--- src/sv/apc_pkg.sv ---
`timescale 1ns / 1ps
// ----------------------------------------------------------------------------
// apc_pkg
// Shared types and constants for the ARGB pixel compositor: field widths,
// compose mode codes, register indexes and the items passed between stages.
// ----------------------------------------------------------------------------
package apc_pkg;

    localparam int PIX_W      = 32;
    localparam int DEPTH_W    = 16;
    localparam int CHAN_W     = 8;
    localparam int NUM_CHAN   = 3;
    localparam int PROD_W     = 2 * CHAN_W;
    localparam int MODE_W     = 2;
    localparam int CFG_ADDR_W = 2;
    localparam int CFG_DATA_W = 16;

    // Compose mode codes. The fourth code is unused and writes nothing.
    localparam logic [MODE_W-1:0] MODE_COPY       = 2'd0;
    localparam logic [MODE_W-1:0] MODE_DEPTH_COPY = 2'd1;
    localparam logic [MODE_W-1:0] MODE_BLEND      = 2'd2;

    // Configuration register indexes.
    localparam logic [CFG_ADDR_W-1:0] REG_COMPOSE_MODE = 2'd0;
    localparam logic [CFG_ADDR_W-1:0] REG_LAYER_DEPTH  = 2'd1;
    localparam logic [CFG_ADDR_W-1:0] REG_GLOBAL_ALPHA = 2'd2;

    localparam logic [CHAN_W-1:0] ALPHA_OPAQUE = 8'hFF;

    // Register reset values.
    localparam logic [MODE_W-1:0]  RESET_MODE         = MODE_COPY;
    localparam logic [DEPTH_W-1:0] RESET_LAYER_DEPTH  = 16'h0000;
    localparam logic [CHAN_W-1:0]  RESET_GLOBAL_ALPHA = 8'hFF;

    typedef struct packed {
        logic [MODE_W-1:0]  compose_mode;
        logic [DEPTH_W-1:0] layer_depth;
        logic [CHAN_W-1:0]  global_alpha;
    } cfg_t;

    typedef struct packed {
        logic [DEPTH_W-1:0] dst_depth;
        logic [PIX_W-1:0]   dst_pixel;
        logic [PIX_W-1:0]   src_pixel;
    } in_item_t;

    typedef struct packed {
        logic [DEPTH_W-1:0] dst_depth;
        logic [PIX_W-1:0]   dst_pixel;
        logic [PIX_W-1:0]   src_pixel;
        logic [CHAN_W-1:0]  alpha;
        logic               depth_pass;
    } s1_item_t;

    typedef struct packed {
        logic [DEPTH_W-1:0]                  dst_depth;
        logic [PIX_W-1:0]                    dst_pixel;
        logic [PIX_W-1:0]                    src_pixel;
        logic [CHAN_W-1:0]                   alpha;
        logic                                depth_pass;
        logic [NUM_CHAN-1:0][PROD_W-1:0]     src_prod;
        logic [NUM_CHAN-1:0][PROD_W-1:0]     dst_prod;
    } s2_item_t;

    typedef struct packed {
        logic               depth_write;
        logic               pixel_write;
        logic [DEPTH_W-1:0] out_depth;
        logic [PIX_W-1:0]   out_pixel;
    } out_item_t;

endpackage

--- src/sv/apc_cfg_regs.sv ---
`timescale 1ns / 1ps
// ----------------------------------------------------------------------------
// apc_cfg_regs
// Configuration register file written through a plain write port.
// ----------------------------------------------------------------------------
module apc_cfg_regs
(
    input  logic                           clk,
    input  logic                           rst_n,
    input  logic                           cfg_we,
    input  logic [apc_pkg::CFG_ADDR_W-1:0] cfg_addr,
    input  logic [apc_pkg::CFG_DATA_W-1:0] cfg_wdata,
    output apc_pkg::cfg_t                  cfg
);

    apc_pkg::cfg_t cfg_reg;
    apc_pkg::cfg_t cfg_next;

    always_comb
    begin
        cfg_next = cfg_reg;
        if (cfg_we)
        begin
            unique case (cfg_addr)
                apc_pkg::REG_COMPOSE_MODE:
                    cfg_next.compose_mode = cfg_wdata[apc_pkg::MODE_W-1:0];
                apc_pkg::REG_LAYER_DEPTH:
                    cfg_next.layer_depth = cfg_wdata[apc_pkg::DEPTH_W-1:0];
                apc_pkg::REG_GLOBAL_ALPHA:
                    cfg_next.global_alpha = cfg_wdata[apc_pkg::CHAN_W-1:0];
                default:
                    cfg_next = cfg_reg;
            endcase
        end
    end

    always_ff @(posedge clk or negedge rst_n)
    begin
        if (!rst_n)
        begin
            cfg_reg.compose_mode <= apc_pkg::RESET_MODE;
            cfg_reg.layer_depth  <= apc_pkg::RESET_LAYER_DEPTH;
            cfg_reg.global_alpha <= apc_pkg::RESET_GLOBAL_ALPHA;
        end
        else
        begin
            cfg_reg <= cfg_next;
        end
    end

    assign cfg = cfg_reg;

endmodule

--- src/sv/apc_alpha_stage.sv ---
`timescale 1ns / 1ps
// ----------------------------------------------------------------------------
// apc_alpha_stage
// First pipeline stage: scales source alpha by the global alpha and
// evaluates the depth test.
// ----------------------------------------------------------------------------
module apc_alpha_stage
(
    input  logic                 clk,
    input  logic                 rst_n,
    input  apc_pkg::cfg_t        cfg,
    input  logic                 in_valid,
    output logic                 in_ready,
    input  apc_pkg::in_item_t    in_item,
    output logic                 out_valid,
    input  logic                 out_ready,
    output apc_pkg::s1_item_t    out_item
);

    logic                        valid_reg;
    logic                        valid_next;
    apc_pkg::s1_item_t           item_reg;
    apc_pkg::s1_item_t           item_next;
    logic [apc_pkg::CHAN_W-1:0]  src_alpha;
    logic [apc_pkg::PROD_W-1:0]  alpha_prod;

    assign in_ready   = !valid_reg || out_ready;
    assign src_alpha  = in_item.src_pixel[apc_pkg::PIX_W-1 -: apc_pkg::CHAN_W];
    assign alpha_prod = src_alpha * cfg.global_alpha;

    always_comb
    begin
        item_next.src_pixel  = in_item.src_pixel;
        item_next.dst_pixel  = in_item.dst_pixel;
        item_next.dst_depth  = in_item.dst_depth;
        item_next.depth_pass = (in_item.dst_depth <= cfg.layer_depth);
        // A global alpha of full opacity leaves the source alpha untouched.
        if (cfg.global_alpha == apc_pkg::ALPHA_OPAQUE)
            item_next.alpha = src_alpha;
        else
            item_next.alpha = alpha_prod[apc_pkg::PROD_W-1 -: apc_pkg::CHAN_W];
        valid_next = in_ready ? in_valid : valid_reg;
    end

    always_ff @(posedge clk or negedge rst_n)
    begin
        if (!rst_n)
            valid_reg <= 1'b0;
        else
            valid_reg <= valid_next;
    end

    always_ff @(posedge clk)
    begin
        if (in_valid && in_ready)
            item_reg <= item_next;
    end

    assign out_valid = valid_reg;
    assign out_item  = item_reg;

endmodule

--- src/sv/apc_mul_stage.sv ---
`timescale 1ns / 1ps
// ----------------------------------------------------------------------------
// apc_mul_stage
// Second pipeline stage: forms the per-channel products s*a and d*(255-a).
// ----------------------------------------------------------------------------
module apc_mul_stage
(
    input  logic                 clk,
    input  logic                 rst_n,
    input  logic                 in_valid,
    output logic                 in_ready,
    input  apc_pkg::s1_item_t    in_item,
    output logic                 out_valid,
    input  logic                 out_ready,
    output apc_pkg::s2_item_t    out_item
);

    logic                        valid_reg;
    logic                        valid_next;
    apc_pkg::s2_item_t           item_reg;
    apc_pkg::s2_item_t           item_next;
    logic [apc_pkg::CHAN_W-1:0]  inv_alpha;

    assign in_ready  = !valid_reg || out_ready;
    assign inv_alpha = apc_pkg::ALPHA_OPAQUE - in_item.alpha;

    always_comb
    begin
        item_next.src_pixel  = in_item.src_pixel;
        item_next.dst_pixel  = in_item.dst_pixel;
        item_next.dst_depth  = in_item.dst_depth;
        item_next.alpha      = in_item.alpha;
        item_next.depth_pass = in_item.depth_pass;
        for (int c = 0; c < apc_pkg::NUM_CHAN; c++)
        begin
            item_next.src_prod[c] =
                in_item.src_pixel[c*apc_pkg::CHAN_W +: apc_pkg::CHAN_W] * in_item.alpha;
            item_next.dst_prod[c] =
                in_item.dst_pixel[c*apc_pkg::CHAN_W +: apc_pkg::CHAN_W] * inv_alpha;
        end
        valid_next = in_ready ? in_valid : valid_reg;
    end

    always_ff @(posedge clk or negedge rst_n)
    begin
        if (!rst_n)
            valid_reg <= 1'b0;
        else
            valid_reg <= valid_next;
    end

    always_ff @(posedge clk)
    begin
        if (in_valid && in_ready)
            item_reg <= item_next;
    end

    assign out_valid = valid_reg;
    assign out_item  = item_reg;

endmodule

--- src/sv/apc_mix_stage.sv ---
`timescale 1ns / 1ps
// ----------------------------------------------------------------------------
// apc_mix_stage
// Final pipeline stage: sums the channel products, selects the result by
// compose mode and holds it in the output register.
// ----------------------------------------------------------------------------
module apc_mix_stage
(
    input  logic                 clk,
    input  logic                 rst_n,
    input  apc_pkg::cfg_t        cfg,
    input  logic                 in_valid,
    output logic                 in_ready,
    input  apc_pkg::s2_item_t    in_item,
    output logic                 out_valid,
    input  logic                 out_ready,
    output apc_pkg::out_item_t   out_item
);

    logic                        valid_reg;
    logic                        valid_next;
    apc_pkg::out_item_t          item_reg;
    apc_pkg::out_item_t          item_next;
    logic [apc_pkg::PIX_W-1:0]   blend_pixel;
    logic [apc_pkg::PIX_W-1:0]   scaled_src;
    logic [apc_pkg::PROD_W-1:0]  chan_sum [apc_pkg::NUM_CHAN];

    assign in_ready   = !valid_reg || out_ready;
    assign scaled_src = {in_item.alpha,
                         in_item.src_pixel[apc_pkg::PIX_W-apc_pkg::CHAN_W-1:0]};

    always_comb
    begin
        blend_pixel = {apc_pkg::ALPHA_OPAQUE, {(apc_pkg::PIX_W-apc_pkg::CHAN_W){1'b0}}};
        for (int c = 0; c < apc_pkg::NUM_CHAN; c++)
        begin
            // The sum is at most 255*255, so it fits the product width.
            chan_sum[c] = in_item.src_prod[c] + in_item.dst_prod[c];
            blend_pixel[c*apc_pkg::CHAN_W +: apc_pkg::CHAN_W] =
                chan_sum[c][apc_pkg::PROD_W-1 -: apc_pkg::CHAN_W];
        end
    end

    always_comb
    begin
        item_next.out_pixel   = in_item.dst_pixel;
        item_next.out_depth   = in_item.dst_depth;
        item_next.pixel_write = 1'b0;
        item_next.depth_write = 1'b0;
        unique case (cfg.compose_mode)
            apc_pkg::MODE_COPY:
            begin
                item_next.out_pixel   = in_item.src_pixel;
                item_next.pixel_write = 1'b1;
            end
            apc_pkg::MODE_DEPTH_COPY:
            begin
                if (in_item.depth_pass)
                begin
                    item_next.out_pixel   = in_item.src_pixel;
                    item_next.out_depth   = cfg.layer_depth;
                    item_next.pixel_write = 1'b1;
                    item_next.depth_write = 1'b1;
                end
            end
            apc_pkg::MODE_BLEND:
            begin
                // An opaque source passes through with its scaled alpha.
                if (in_item.alpha == apc_pkg::ALPHA_OPAQUE)
                    item_next.out_pixel = scaled_src;
                else
                    item_next.out_pixel = blend_pixel;
                item_next.pixel_write = 1'b1;
            end
            default:
            begin
                item_next.pixel_write = 1'b0;
            end
        endcase
        valid_next = in_ready ? in_valid : valid_reg;
    end

    always_ff @(posedge clk or negedge rst_n)
    begin
        if (!rst_n)
            valid_reg <= 1'b0;
        else
            valid_reg <= valid_next;
    end

    always_ff @(posedge clk)
    begin
        if (in_valid && in_ready)
            item_reg <= item_next;
    end

    assign out_valid = valid_reg;
    assign out_item  = item_reg;

endmodule

--- src/sv/argb_pixel_compositor.sv ---
`timescale 1ns / 1ps
// ----------------------------------------------------------------------------
// argb_pixel_compositor
// Per-pixel ARGB8888 compositor with plain copy, depth-tested copy and
// alpha blend with a global alpha.
// ----------------------------------------------------------------------------
// Usage:
// Each item on the slave stream carries a source pixel, the destination
// pixel and the destination depth. Each item gives exactly one result item
// on the master stream: the pixel and depth to store plus a write flag for
// each. The compose mode, layer depth and global alpha are set through the
// configuration write port and must only change while no item is in flight.
// The pipeline has three register stages: alpha scaling and depth compare,
// the channel multipliers, then the channel sums and mode select feeding the
// output register. The block takes one item per cycle while it is not stalled.
// Every stage holds its own valid bit, so a stall at m_tready backs up stage
// by stage: empty stages keep filling, and s_tready falls only when all
// three stages hold an item. No item is lost or repeated.
// Reset empties the pipeline and loads copy mode, layer depth zero and a
// global alpha of 255.
// ----------------------------------------------------------------------------
module argb_pixel_compositor
(
    input  logic                           clk,
    input  logic                           rst_n,

    // Configuration write port.
    input  logic                           cfg_we,
    input  logic [apc_pkg::CFG_ADDR_W-1:0] cfg_addr,
    input  logic [apc_pkg::CFG_DATA_W-1:0] cfg_wdata,

    // Input stream.
    input  logic                           s_tvalid,
    output logic                           s_tready,
    // s_tdata from bit 0 up: src_pixel[31:0], dst_pixel[63:32], dst_depth[79:64].
    input  logic [79:0]                    s_tdata,

    // Output stream.
    output logic                           m_tvalid,
    input  logic                           m_tready,
    // m_tdata from bit 0 up: out_pixel[31:0], out_depth[47:32], pixel_write[48],
    // depth_write[49], zero fill [55:50].
    output logic [55:0]                    m_tdata
);

    apc_pkg::cfg_t      cfg;
    apc_pkg::in_item_t  in_item;
    apc_pkg::s1_item_t  s1_item;
    apc_pkg::s2_item_t  s2_item;
    apc_pkg::out_item_t out_item;
    logic               s1_valid;
    logic               s1_ready;
    logic               s2_valid;
    logic               s2_ready;

    // Unpack the input item; fields sit back to back from bit zero.
    assign in_item = s_tdata;

    apc_cfg_regs u_cfg_regs
    (
        .clk       (clk),
        .rst_n     (rst_n),
        .cfg_we    (cfg_we),
        .cfg_addr  (cfg_addr),
        .cfg_wdata (cfg_wdata),
        .cfg       (cfg)
    );

    // Stage one: global alpha scaling and the depth compare.
    apc_alpha_stage u_alpha_stage
    (
        .clk       (clk),
        .rst_n     (rst_n),
        .cfg       (cfg),
        .in_valid  (s_tvalid),
        .in_ready  (s_tready),
        .in_item   (in_item),
        .out_valid (s1_valid),
        .out_ready (s1_ready),
        .out_item  (s1_item)
    );

    // Stage two: six 8x8 channel products.
    apc_mul_stage u_mul_stage
    (
        .clk       (clk),
        .rst_n     (rst_n),
        .in_valid  (s1_valid),
        .in_ready  (s1_ready),
        .in_item   (s1_item),
        .out_valid (s2_valid),
        .out_ready (s2_ready),
        .out_item  (s2_item)
    );

    // Stage three: channel sums, mode select and the output register.
    apc_mix_stage u_mix_stage
    (
        .clk       (clk),
        .rst_n     (rst_n),
        .cfg       (cfg),
        .in_valid  (s2_valid),
        .in_ready  (s2_ready),
        .in_item   (s2_item),
        .out_valid (m_tvalid),
        .out_ready (m_tready),
        .out_item  (out_item)
    );

    // The result struct packs to 50 bits; the top bits of the bus are zero.
    assign m_tdata = {6'b000000, out_item};

endmodule

--- config.mk ---
export PLATFORM = sky130hd
export DESIGN_NAME = argb_pixel_compositor
export DESIGN_NICKNAME = d
export VERILOG_FILES = /design/src/sv/apc_pkg.sv /design/src/sv/apc_cfg_regs.sv /design/src/sv/apc_alpha_stage.sv /design/src/sv/apc_mul_stage.sv /design/src/sv/apc_mix_stage.sv /design/src/sv/argb_pixel_compositor.sv
export SDC_FILE = /design/constraint.sdc
export NUM_CORES = 1
export LEC_CHECK = 0
export ABC_CLOCK_PERIOD_IN_PS = 14600
export BUFFER_PORTS_ARGS = -buffer_cell sky130_fd_sc_hd__buf_2
export CORE_ASPECT_RATIO = 0.7
export CORE_MARGIN = 1.5
export CORE_UTILIZATION = 45
export DETAILED_ROUTE_END_ITERATION = 16
export GPL_ROUTABILITY_DRIVEN = 0
export SETUP_SLACK_MARGIN = 0.15
export SLEW_MARGIN = 20
export SYNTH_ARGS = -nofsm -noshare
export SYNTH_HDL_FRONTEND = slang
export SYNTH_SLANG_ARGS = --single-unit
--- constraint.sdc ---
create_clock -name clk -period 14.6 [get_ports clk]
set_clock_uncertainty 0.2 [all_clocks]
set_input_delay 2.92 -clock clk [delete_from_list [all_inputs] [get_ports clk]]
set_output_delay 2.92 -clock clk [all_outputs]
set_load 0.05 [all_outputs]
# == Word level (Yosys, flattened, before mapping) ==
# Cells that the tools add are included.
# word_totals
reg_bits,353
inputBits,103
out_inout_bits,58
elab_cells,65
# classes
add_sub_neg,4
mul,7
order_cmp,1
n_eq_ne,6
n_mux,6
reduce_logical,15
# ops
cell,count
$mul A8 B8 Y16,7
$pmux W32 S3,1
$mux W50,1
$add A16 B16 Y16,3
$mux W32,1
$eq A8 B8 Y1 const B,2
$le A16 B16 Y1,1
$mux W16,1
$mux W8,1
$sub A8 B8 Y8 const A,1
$reduce_and A2 Y1,3
$eq A2 B1 Y1 const B,2
$eq A2 B2 Y1 const B,2
$logic_not A2 Y1,2
$logic_and A1 B1 Y1,3
$logic_not A1 Y1,3
$logic_or A1 B1 Y1,3
$pmux W1 S2,1
$reduce_or A2 Y1,1

# == Longest topological paths before layout ==
# Gate-level depths: netlist (run 1).
# logic_depth
depth_word,5
mapped_depth,20

# == Modules after synthesis ==
# From an unflattened synthesis (run 1), not the netlist that was laid out.
# hier_totals
hier_cells,2576
area_unflattened_um2,28607.4
# modules_own_cells
mod,n_inst,cells_per_inst,area_per_inst_um2,seq_area_each_um2
apc_mul_stage,1,1747,18685.4,5580.4
apc_alpha_stage,1,383,5119.9,2697.6
apc_mix_stage,1,383,3712.3,1526.5
apc_cfg_regs,1,56,1041.0,660.6
argb_pixel_compositor,1,7,48.8,0.0

# == Least setup slack after synthesis (run 1) ==
# Ideal clock, no wire load.
# synth_path
kind,input to register
startpoint,input port m_tready
endpoint,register u_mul_stage.item_reg (netlist bit u_mul_stage.out_item[0]) (enable)
arrival_ns,7.242
path_slack_ns,6.591
cell_stages,3
path_buffers,0
path_cell_list,nor2b_1 -> nand2_1 -> and2_1
# synth_via
elab_chain_len,3
# synth_lines
element,line,rtl
"start, declared",argb_pixel_compositor.sv:40,"input logic m_tready,"
$logic_or A1 B1 Y1,apc_mix_stage.sv:28,assign in_ready = !valid_reg || out_ready;
$logic_or A1 B1 Y1,apc_mul_stage.sv:24,assign in_ready = !valid_reg || out_ready;
$logic_and A1 B1 Y1,apc_mul_stage.sv:54,if (in_valid && in_ready)
"end signal, assigned",apc_mul_stage.sv:55,item_reg <= item_next;
"end, declared",apc_mul_stage.sv:20,apc_pkg::s2_item_t item_reg;
# No other way between the ends.
# A chain may end at the register's enable or synchronous reset.

==> flow_metrics.env, run 1 <==
export IMPL_outcome="finished, final reports clean"
export IMPL_vias_per_cell=5.18
export IMPL_cts_tree="built"
export IMPL_grt_start_max_net_pins=65
export IMPL_cell_chain_critical_path="buf_2, and2_1, fa_1, fa_1, fa_1, inv_1, fa_1, inv_1, ha_1, and3_1, a211o_1, a21oi_2, o21ai_1, o31a_1, xnor2_1, o21ai_0"
export IMPL_die_height_um=212
export IMPL_whs_ps=210
export IMPL_die_w_um=301
export IMPL_grt_first_pass_wirelength_um=103000
export IMPL_rrSetupSlack_ps=9360
export IMPL_largest_register_ffs=185
export IMPL_totalWireLength_um=64100
export IMPL_cts_buffers_inserted=40
export IMPL_cts_hold_buffers_added=0
export IMPL_antenna_violating_nets_post_route=0
export IMPL_multi_input_area_um2=15900
export IMPL_synth_seq_area_share=0.374
export IMPL_post_synth_cell_area_avg_um2=11.5
export IMPL_postCtsSetupBuffers=0
export IMPL_netlist_area_before_placement_um2=28000
export IMPL_rows=76
export IMPL_final_net_count=3239
export IMPL_worst_path_most_repeated_cell="sky130_fd_sc_hd__fa_1"
export IMPL_timing_worst_slew_pin_value_ps=1080
export IMPL_die_area_um2=63700
export IMPL_regArea_um2=10500
export IMPL_pin_count=161
export IMPL_final_util=0.505
export IMPL_post_route_setup_tns_ps=0
export IMPL_ys_warn_count=0
export IMPL_path_class="input port to register"
export IMPL_ys_flop_type="sky130_fd_sc_hd__edfxtp_1"
export IMPL_area_growth_syn_to_layout_pct=11.0
export IMPL_cp_start_kind="input port"
export IMPL_port_buffers=154
export IMPL_yosysTopAreaCell="sky130_fd_sc_hd__edfxtp_1"
export IMPL_final_min_period_over_clock_period=0.485
export IMPL_postSynthRegisterBits=353
export IMPL_critical_path_endpoint_type="register"
export IMPL_resized_gates_after_cts=0
export IMPL_cts_buffer_depth=3
export IMPL_dr_first_iter_drc_count=987
export IMPL_largest_incremental_delay_on_the_critical_path_ps=520
export IMPL_number_of_antenna_violations_at_the_first_check_in_global_routing=5
export IMPL_fmax_ghz=0.141
export IMPL_path_buf_inv=3
export IMPL_gate_count_after_technology_mapping=2429
export IMPL_initial_utilization=0.455
export IMPL_path_clk_slew_ps=60
export IMPL_finalHoldViolCount=0
export IMPL_final_min_clock_period_ps=7080
export IMPL_max_cap_violations=0
export IMPL_min_delay_path_class="register to register"
export IMPL_crit_family="adder cells"
export IMPL_first_pass_iters=5
export IMPL_layout_drive_gt1_share=0.111
export IMPL_clockRootBuffer="sky130_fd_sc_hd__clkbuf_16"
export IMPL_ys_async_sr_fraction=0.0822
export IMPL_wl_per_cell_um=18.7
export IMPL_yosys_cell_count_top_type="sky130_fd_sc_hd__inv_1"
export IMPL_netlist_top_cells_area="sky130_fd_sc_hd__edfxtp_1, sky130_fd_sc_hd__fa_1, sky130_fd_sc_hd__ha_1, sky130_fd_sc_hd__and2_1, sky130_fd_sc_hd__inv_1"
export IMPL_number_of_global_route_vias_before_repair=19000
export IMPL_tritoncts_num_sinks=353
export IMPL_floorplan_core_area_um2=61400
export IMPL_synth_commonest_cells="sky130_fd_sc_hd__inv_1, sky130_fd_sc_hd__edfxtp_1, sky130_fd_sc_hd__ha_1"
export IMPL_slew_violations=0
export IMPL_vias=17800
export IMPL_grt_ovfl_total=0
export IMPL_synth_enable_flop_cells=324
export IMPL_remaining_drc_errors=0
export IMPL_setup_viol=0
export IMPL_post_dp_hpwl_um=45700
export IMPL_critical_path_arrival_ps=7150
export IMPL_crit_required_ps=14670
export IMPL_unrepaired_setup_endpoints_after_global_routing="false"
export IMPL_cpMaxStageDelayCell="sky130_fd_sc_hd__fa_1"
export IMPL_synth_top_cell_area_share=0.348
export IMPL_fillCellCount=5494
export IMPL_maxSlewHeadroom=0.276
export IMPL_grt_use_total=0.208
export IMPL_maximum_net_fanout_on_the_critical_path=10
export IMPL_clk_insertion_delay_late_ps=580
export IMPL_cts_max_level=2
export IMPL_netlist_cell_type_count=63
layout make-up:
type,count,share of cell area
clock buffers,50,0.0352
clock inverters,24,0.00968
well taps,819,0.0330
multi-input cells,1656,0.512
repair buffers,172,0.0294
flip-flops and latches,353,0.337
diodes,2,0.000161
inverters,355,0.0429
path summary, 6_finish.rpt:
path | start | to | cells past startpoint
min in group asynchronous | rst_n | u_cfg_regs.cfg[12] | 1
min | u_alpha_stage.out_item[68] | u_mul_stage.out_item[164] | 0
max | s_tdata[30] | u_alpha_stage.out_item[8] | 16
max in group asynchronous | rst_n | u_cfg_regs.cfg[9] | 1
min reg2reg | u_alpha_stage.out_item[68] | u_mul_stage.out_item[164] | 0
max reg2reg | u_alpha_stage.out_item[3] | u_mul_stage.out_item[63] | 16
placed cells by master (no fill, tap or decap), types with 8 or more instances in the layout:
| cell type | Yosys | routed |
|---|---|---|
| sky130_fd_sc_hd__nand2_1 | 90 | 90 |
| sky130_fd_sc_hd__or3_1 | 13 | 13 |
| sky130_fd_sc_hd__dfstp_2 | 8 | 8 |
| sky130_fd_sc_hd__xor2_1 | 24 | 24 |
| sky130_fd_sc_hd__and2_1 | 220 | 217 |
| sky130_fd_sc_hd__o211ai_1 | 10 | 10 |
| sky130_fd_sc_hd__o22a_1 | 8 | 8 |
| sky130_fd_sc_hd__clkinv_2 | 0 | 8 |
| sky130_fd_sc_hd__a21oi_1 | 65 | 65 |
| sky130_fd_sc_hd__nand4_1 | 10 | 10 |
| sky130_fd_sc_hd__o21a_1 | 20 | 20 |
| sky130_fd_sc_hd__o21ai_0 | 71 | 71 |
| sky130_fd_sc_hd__o221ai_1 | 18 | 18 |
| sky130_fd_sc_hd__mux2_2 | 27 | 27 |
| sky130_fd_sc_hd__buf_4 | 6 | 17 |
| sky130_fd_sc_hd__clkbuf_16 | 0 | 42 |
| sky130_fd_sc_hd__a21o_1 | 37 | 37 |
| sky130_fd_sc_hd__nand2b_1 | 43 | 43 |
| sky130_fd_sc_hd__nor2_1 | 38 | 38 |
| sky130_fd_sc_hd__o22ai_1 | 9 | 9 |
| sky130_fd_sc_hd__buf_2 | 1 | 154 |
| sky130_fd_sc_hd__xnor2_1 | 82 | 82 |
| sky130_fd_sc_hd__nand3_1 | 21 | 21 |
| sky130_fd_sc_hd__fa_1 | 251 | 251 |
| sky130_fd_sc_hd__dfrtp_1 | 21 | 21 |
| sky130_fd_sc_hd__inv_1 | 354 | 354 |
| sky130_fd_sc_hd__ha_1 | 307 | 307 |
| sky130_fd_sc_hd__nor2b_1 | 199 | 199 |
| sky130_fd_sc_hd__edfxtp_1 | 324 | 324 |
per-layer routing:
metal,GRT usage,up-vias,share of wire
met5,0,-,0.00039
met1,0.298,8966,0.49
met4,0.0475,4,0.018
met3,0.0341,79,0.046
met2,0.332,336,0.45
li1,-,8393,-
stage by stage:
| stage | std cells | cell area [um^2] | worst slack [ps] |
|---|---|---|---|
| global placement | 3354 | 29600 | 7040 |
| CTS | 3428 | 31000 | 7570 |
| floorplan | 2434 | 28000 | 6590 |
| detailed placement | 3354 | 29600 | 6950 |
| finish | 3431 | 31000 | 7520 |
| global route | 3430 | 31000 | 7310 |
cells by family after synthesis:
logic type | count (synthesis) | synth area share
AOI/OAI and AO/OA | 300 | 0.0711
muxes | 30 | 0.0119
DFF | 353 | 0.374
other | 1 | 0.000134
adders and majority gates | 558 | 0.317
buffers and inverters | 425 | 0.0579
xor gates and xnor gates | 106 | 0.0332
and+or+nand+nor | 656 | 0.134
Power of run 1 is not shown: default switching activity piles up to over one toggle a cycle in this logic, so the estimate is an artifact.
==> inputs of run 2 (changes only) <==
--- a/config.mk
+++ b/config.mk
@@ -5,7 +5,7 @@
 export SDC_FILE = /design/constraint.sdc
 export NUM_CORES = 1
 export LEC_CHECK = 0
-export ABC_CLOCK_PERIOD_IN_PS = 14600
+export ABC_CLOCK_PERIOD_IN_PS = 7300
 export BUFFER_PORTS_ARGS = -buffer_cell sky130_fd_sc_hd__buf_2
 export CORE_ASPECT_RATIO = 0.7
 export CORE_MARGIN = 1.5
==> constraint.sdc (replaced) <==
create_clock -name clk -period 7.3 [get_ports clk]
set_clock_uncertainty 0.2 [all_clocks]
set_input_delay 1.46 -clock clk [delete_from_list [all_inputs] [get_ports clk]]
set_output_delay 1.46 -clock clk [all_outputs]
set_load 0.05 [all_outputs]
==> flow_metrics.env, run 2 (synthesized netlist as in run 1, its figures left out) <==
export IMPL_rows=76
export IMPL_path_class="input port to register"
export IMPL_clockRootBuffer="sky130_fd_sc_hd__clkbuf_16"
export IMPL_postCtsSetupBuffers=0
export IMPL_cpMaxStageDelayCell="sky130_fd_sc_hd__fa_1"
export IMPL_place_worst_setup_slack_ps=1200
export IMPL_min_delay_path_class="register to register"
export IMPL_path_clk_slew_ps=70
export IMPL_totalWireLength_um=65300
export IMPL_number_of_global_route_vias_before_repair=19000
export IMPL_rrSetupSlack_ps=2070
export IMPL_timing_worst_slew_pin_value_ps=1090
export IMPL_grt_start_max_net_pins=133
export IMPL_largest_incremental_delay_on_the_critical_path_ps=510
export IMPL_vias=17900
export IMPL_cts_buffer_depth=3
export IMPL_unrepaired_setup_endpoints_after_global_routing="false"
export IMPL_final_min_period_over_clock_period=0.751
export IMPL_die_area_um2=63700
export IMPL_register_to_register_path_depth=17
export IMPL_commonest_cells_after_routing_fill_and_taps_aside="sky130_fd_sc_hd__inv_1, sky130_fd_sc_hd__edfxtp_1, sky130_fd_sc_hd__ha_1, sky130_fd_sc_hd__fa_1, sky130_fd_sc_hd__and2_1"
export IMPL_cts_buffers_inserted=40
export IMPL_max_cap_violations=0
export IMPL_pin_count=161
export IMPL_post_route_setup_tns_ps=0
export IMPL_final_setup_worst_slack_ps=1820
export IMPL_remaining_drc_errors=0
export IMPL_finalHoldViolCount=0
export IMPL_die_w_um=301
export IMPL_setup_viol=0
export IMPL_outcome="finished, final reports clean"
export IMPL_final_min_clock_period_ps=5480
export IMPL_antenna_violating_nets_post_route=0
export IMPL_vias_per_cell=5.22
export IMPL_wl_per_cell_um=19.0
export IMPL_placed_cells_incl_taps=3353
export IMPL_port_buffers=154
export IMPL_worstSetupStartpoint="s_tdata[30]"
export IMPL_grt_first_pass_wirelength_um=104000
export IMPL_dr_first_iter_drc_count=988
export IMPL_layout_cells_most_common="sky130_fd_sc_hd__inv_1"
export IMPL_worstReg2RegStart="u_alpha_stage.out_item[3]"
export IMPL_fmax_ghz=0.183
export IMPL_slew_violations=0
export IMPL_critical_path_reg2reg_endpoint="u_mul_stage.out_item[47]"
export IMPL_maximum_net_fanout_on_the_critical_path=10
export IMPL_first_pass_iters=5
export IMPL_finalNonFillerCells=3430
export IMPL_cp_start_kind="input port"
export IMPL_cts_hold_buffers_added=0
export IMPL_hold_path_startpoint="u_alpha_stage.out_item[67]"
export IMPL_floorplan_core_area_um2=61400
export IMPL_critical_path_endpoint_type="register"
export IMPL_worst_path_most_repeated_cell="sky130_fd_sc_hd__fa_1"
export IMPL_final_net_count=3238
export IMPL_area_growth_syn_to_layout_pct=10.9
export IMPL_endpoint="u_alpha_stage.out_item[8]"
export IMPL_maxSlewHeadroom=0.271
export IMPL_number_of_antenna_violations_at_the_first_check_in_global_routing=4
export IMPL_cts_tree="built"
export IMPL_grt_use_total=0.212
export IMPL_initial_utilization=0.455
export IMPL_post_dp_hpwl_um=47200
export IMPL_largest_register_ffs=185
export IMPL_final_util=0.505
export IMPL_grt_ovfl_total=0
export IMPL_clk_insertion_delay_late_ps=600
export IMPL_resized_gates_after_cts=0
export IMPL_tritoncts_num_sinks=353
export IMPL_cell_chain_critical_path="buf_2, and2_1, fa_1, fa_1, fa_1, inv_1, fa_1, inv_1, ha_1, and3_1, a211o_1, a21oi_2, o21ai_1, o31a_1, xnor2_1, o21ai_0"
export IMPL_crit_required_ps=7410
export IMPL_layout_drive_gt1_share=0.112
export IMPL_die_height_um=212
export IMPL_cts_max_level=2
export IMPL_critical_path_arrival_ps=5590
run 2: cell types whose count changed in the layout (fill, tap and decap cells not counted), moves of 2 or more:
cell / delta
sky130_fd_sc_hd__bufinv_16: -2
sky130_fd_sc_hd__clkbuf_1: +2
sky130_fd_sc_hd__clkinv_1: -4
sky130_fd_sc_hd__buf_4: -2
sky130_fd_sc_hd__clkinvlp_4: +3
sky130_fd_sc_hd__inv_16: -2
sky130_fd_sc_hd__clkbuf_8: +2
run 2: stage by stage:
step           area [um^2]  hold WS, ps
2_1_floorplan        28000          200
3_3_place_gp         29600          201
3_5_place_dp         29600          205
4_1_cts              31000          197
5_1_grt              31000          211
6_report             31000          204
run 2: final cells by class:
type                            instances  area, um^2
Antenna cell                            3        7.51
Inverter                              355        1330
Tap cell                              819        1020
Clock inverter                         20         246
Sequential cell                       353       10500
Fill cell                            5540       30400
Multi-Input combinational cell       1656       15900
Timing Repair Buffer                  171         918
Clock buffer                           53        1100
run 2: worst min path at each step:
stage	end	slack (ps)	cells past startpoint
floorplan	u_mul_stage.out_item[129]	200	0
global placement	u_mul_stage.out_item[178]	200	0
detailed placement	u_mul_stage.out_item[174]	200	0
CTS	u_mul_stage.out_item[163]	200	0
global route	u_mul_stage.out_item[164]	210	0
finish	u_mul_stage.out_item[163]	200	0
run 2: routing by layer:
metal,global-route usage,vias up,part of all wire,wire length (um)
li1,-,8403,-,-
met1,0.310,8999,0.48,31600
met2,0.326,415,0.44,28700
met3,0.0327,103,0.053,3470
met4,0.0620,0,0.023,1520
met5,0,-,0,0
run 2: critical path: cells and delay by family:
family | cells | cell delay, ps
simple gates | 2 | 380
buf+inv | 3 | 250
xor+xnor | 1 | 140
fa+ha+maj | 5 | 2280
compound gates | 5 | 1080
Power of run 2 is left out for the same reason.
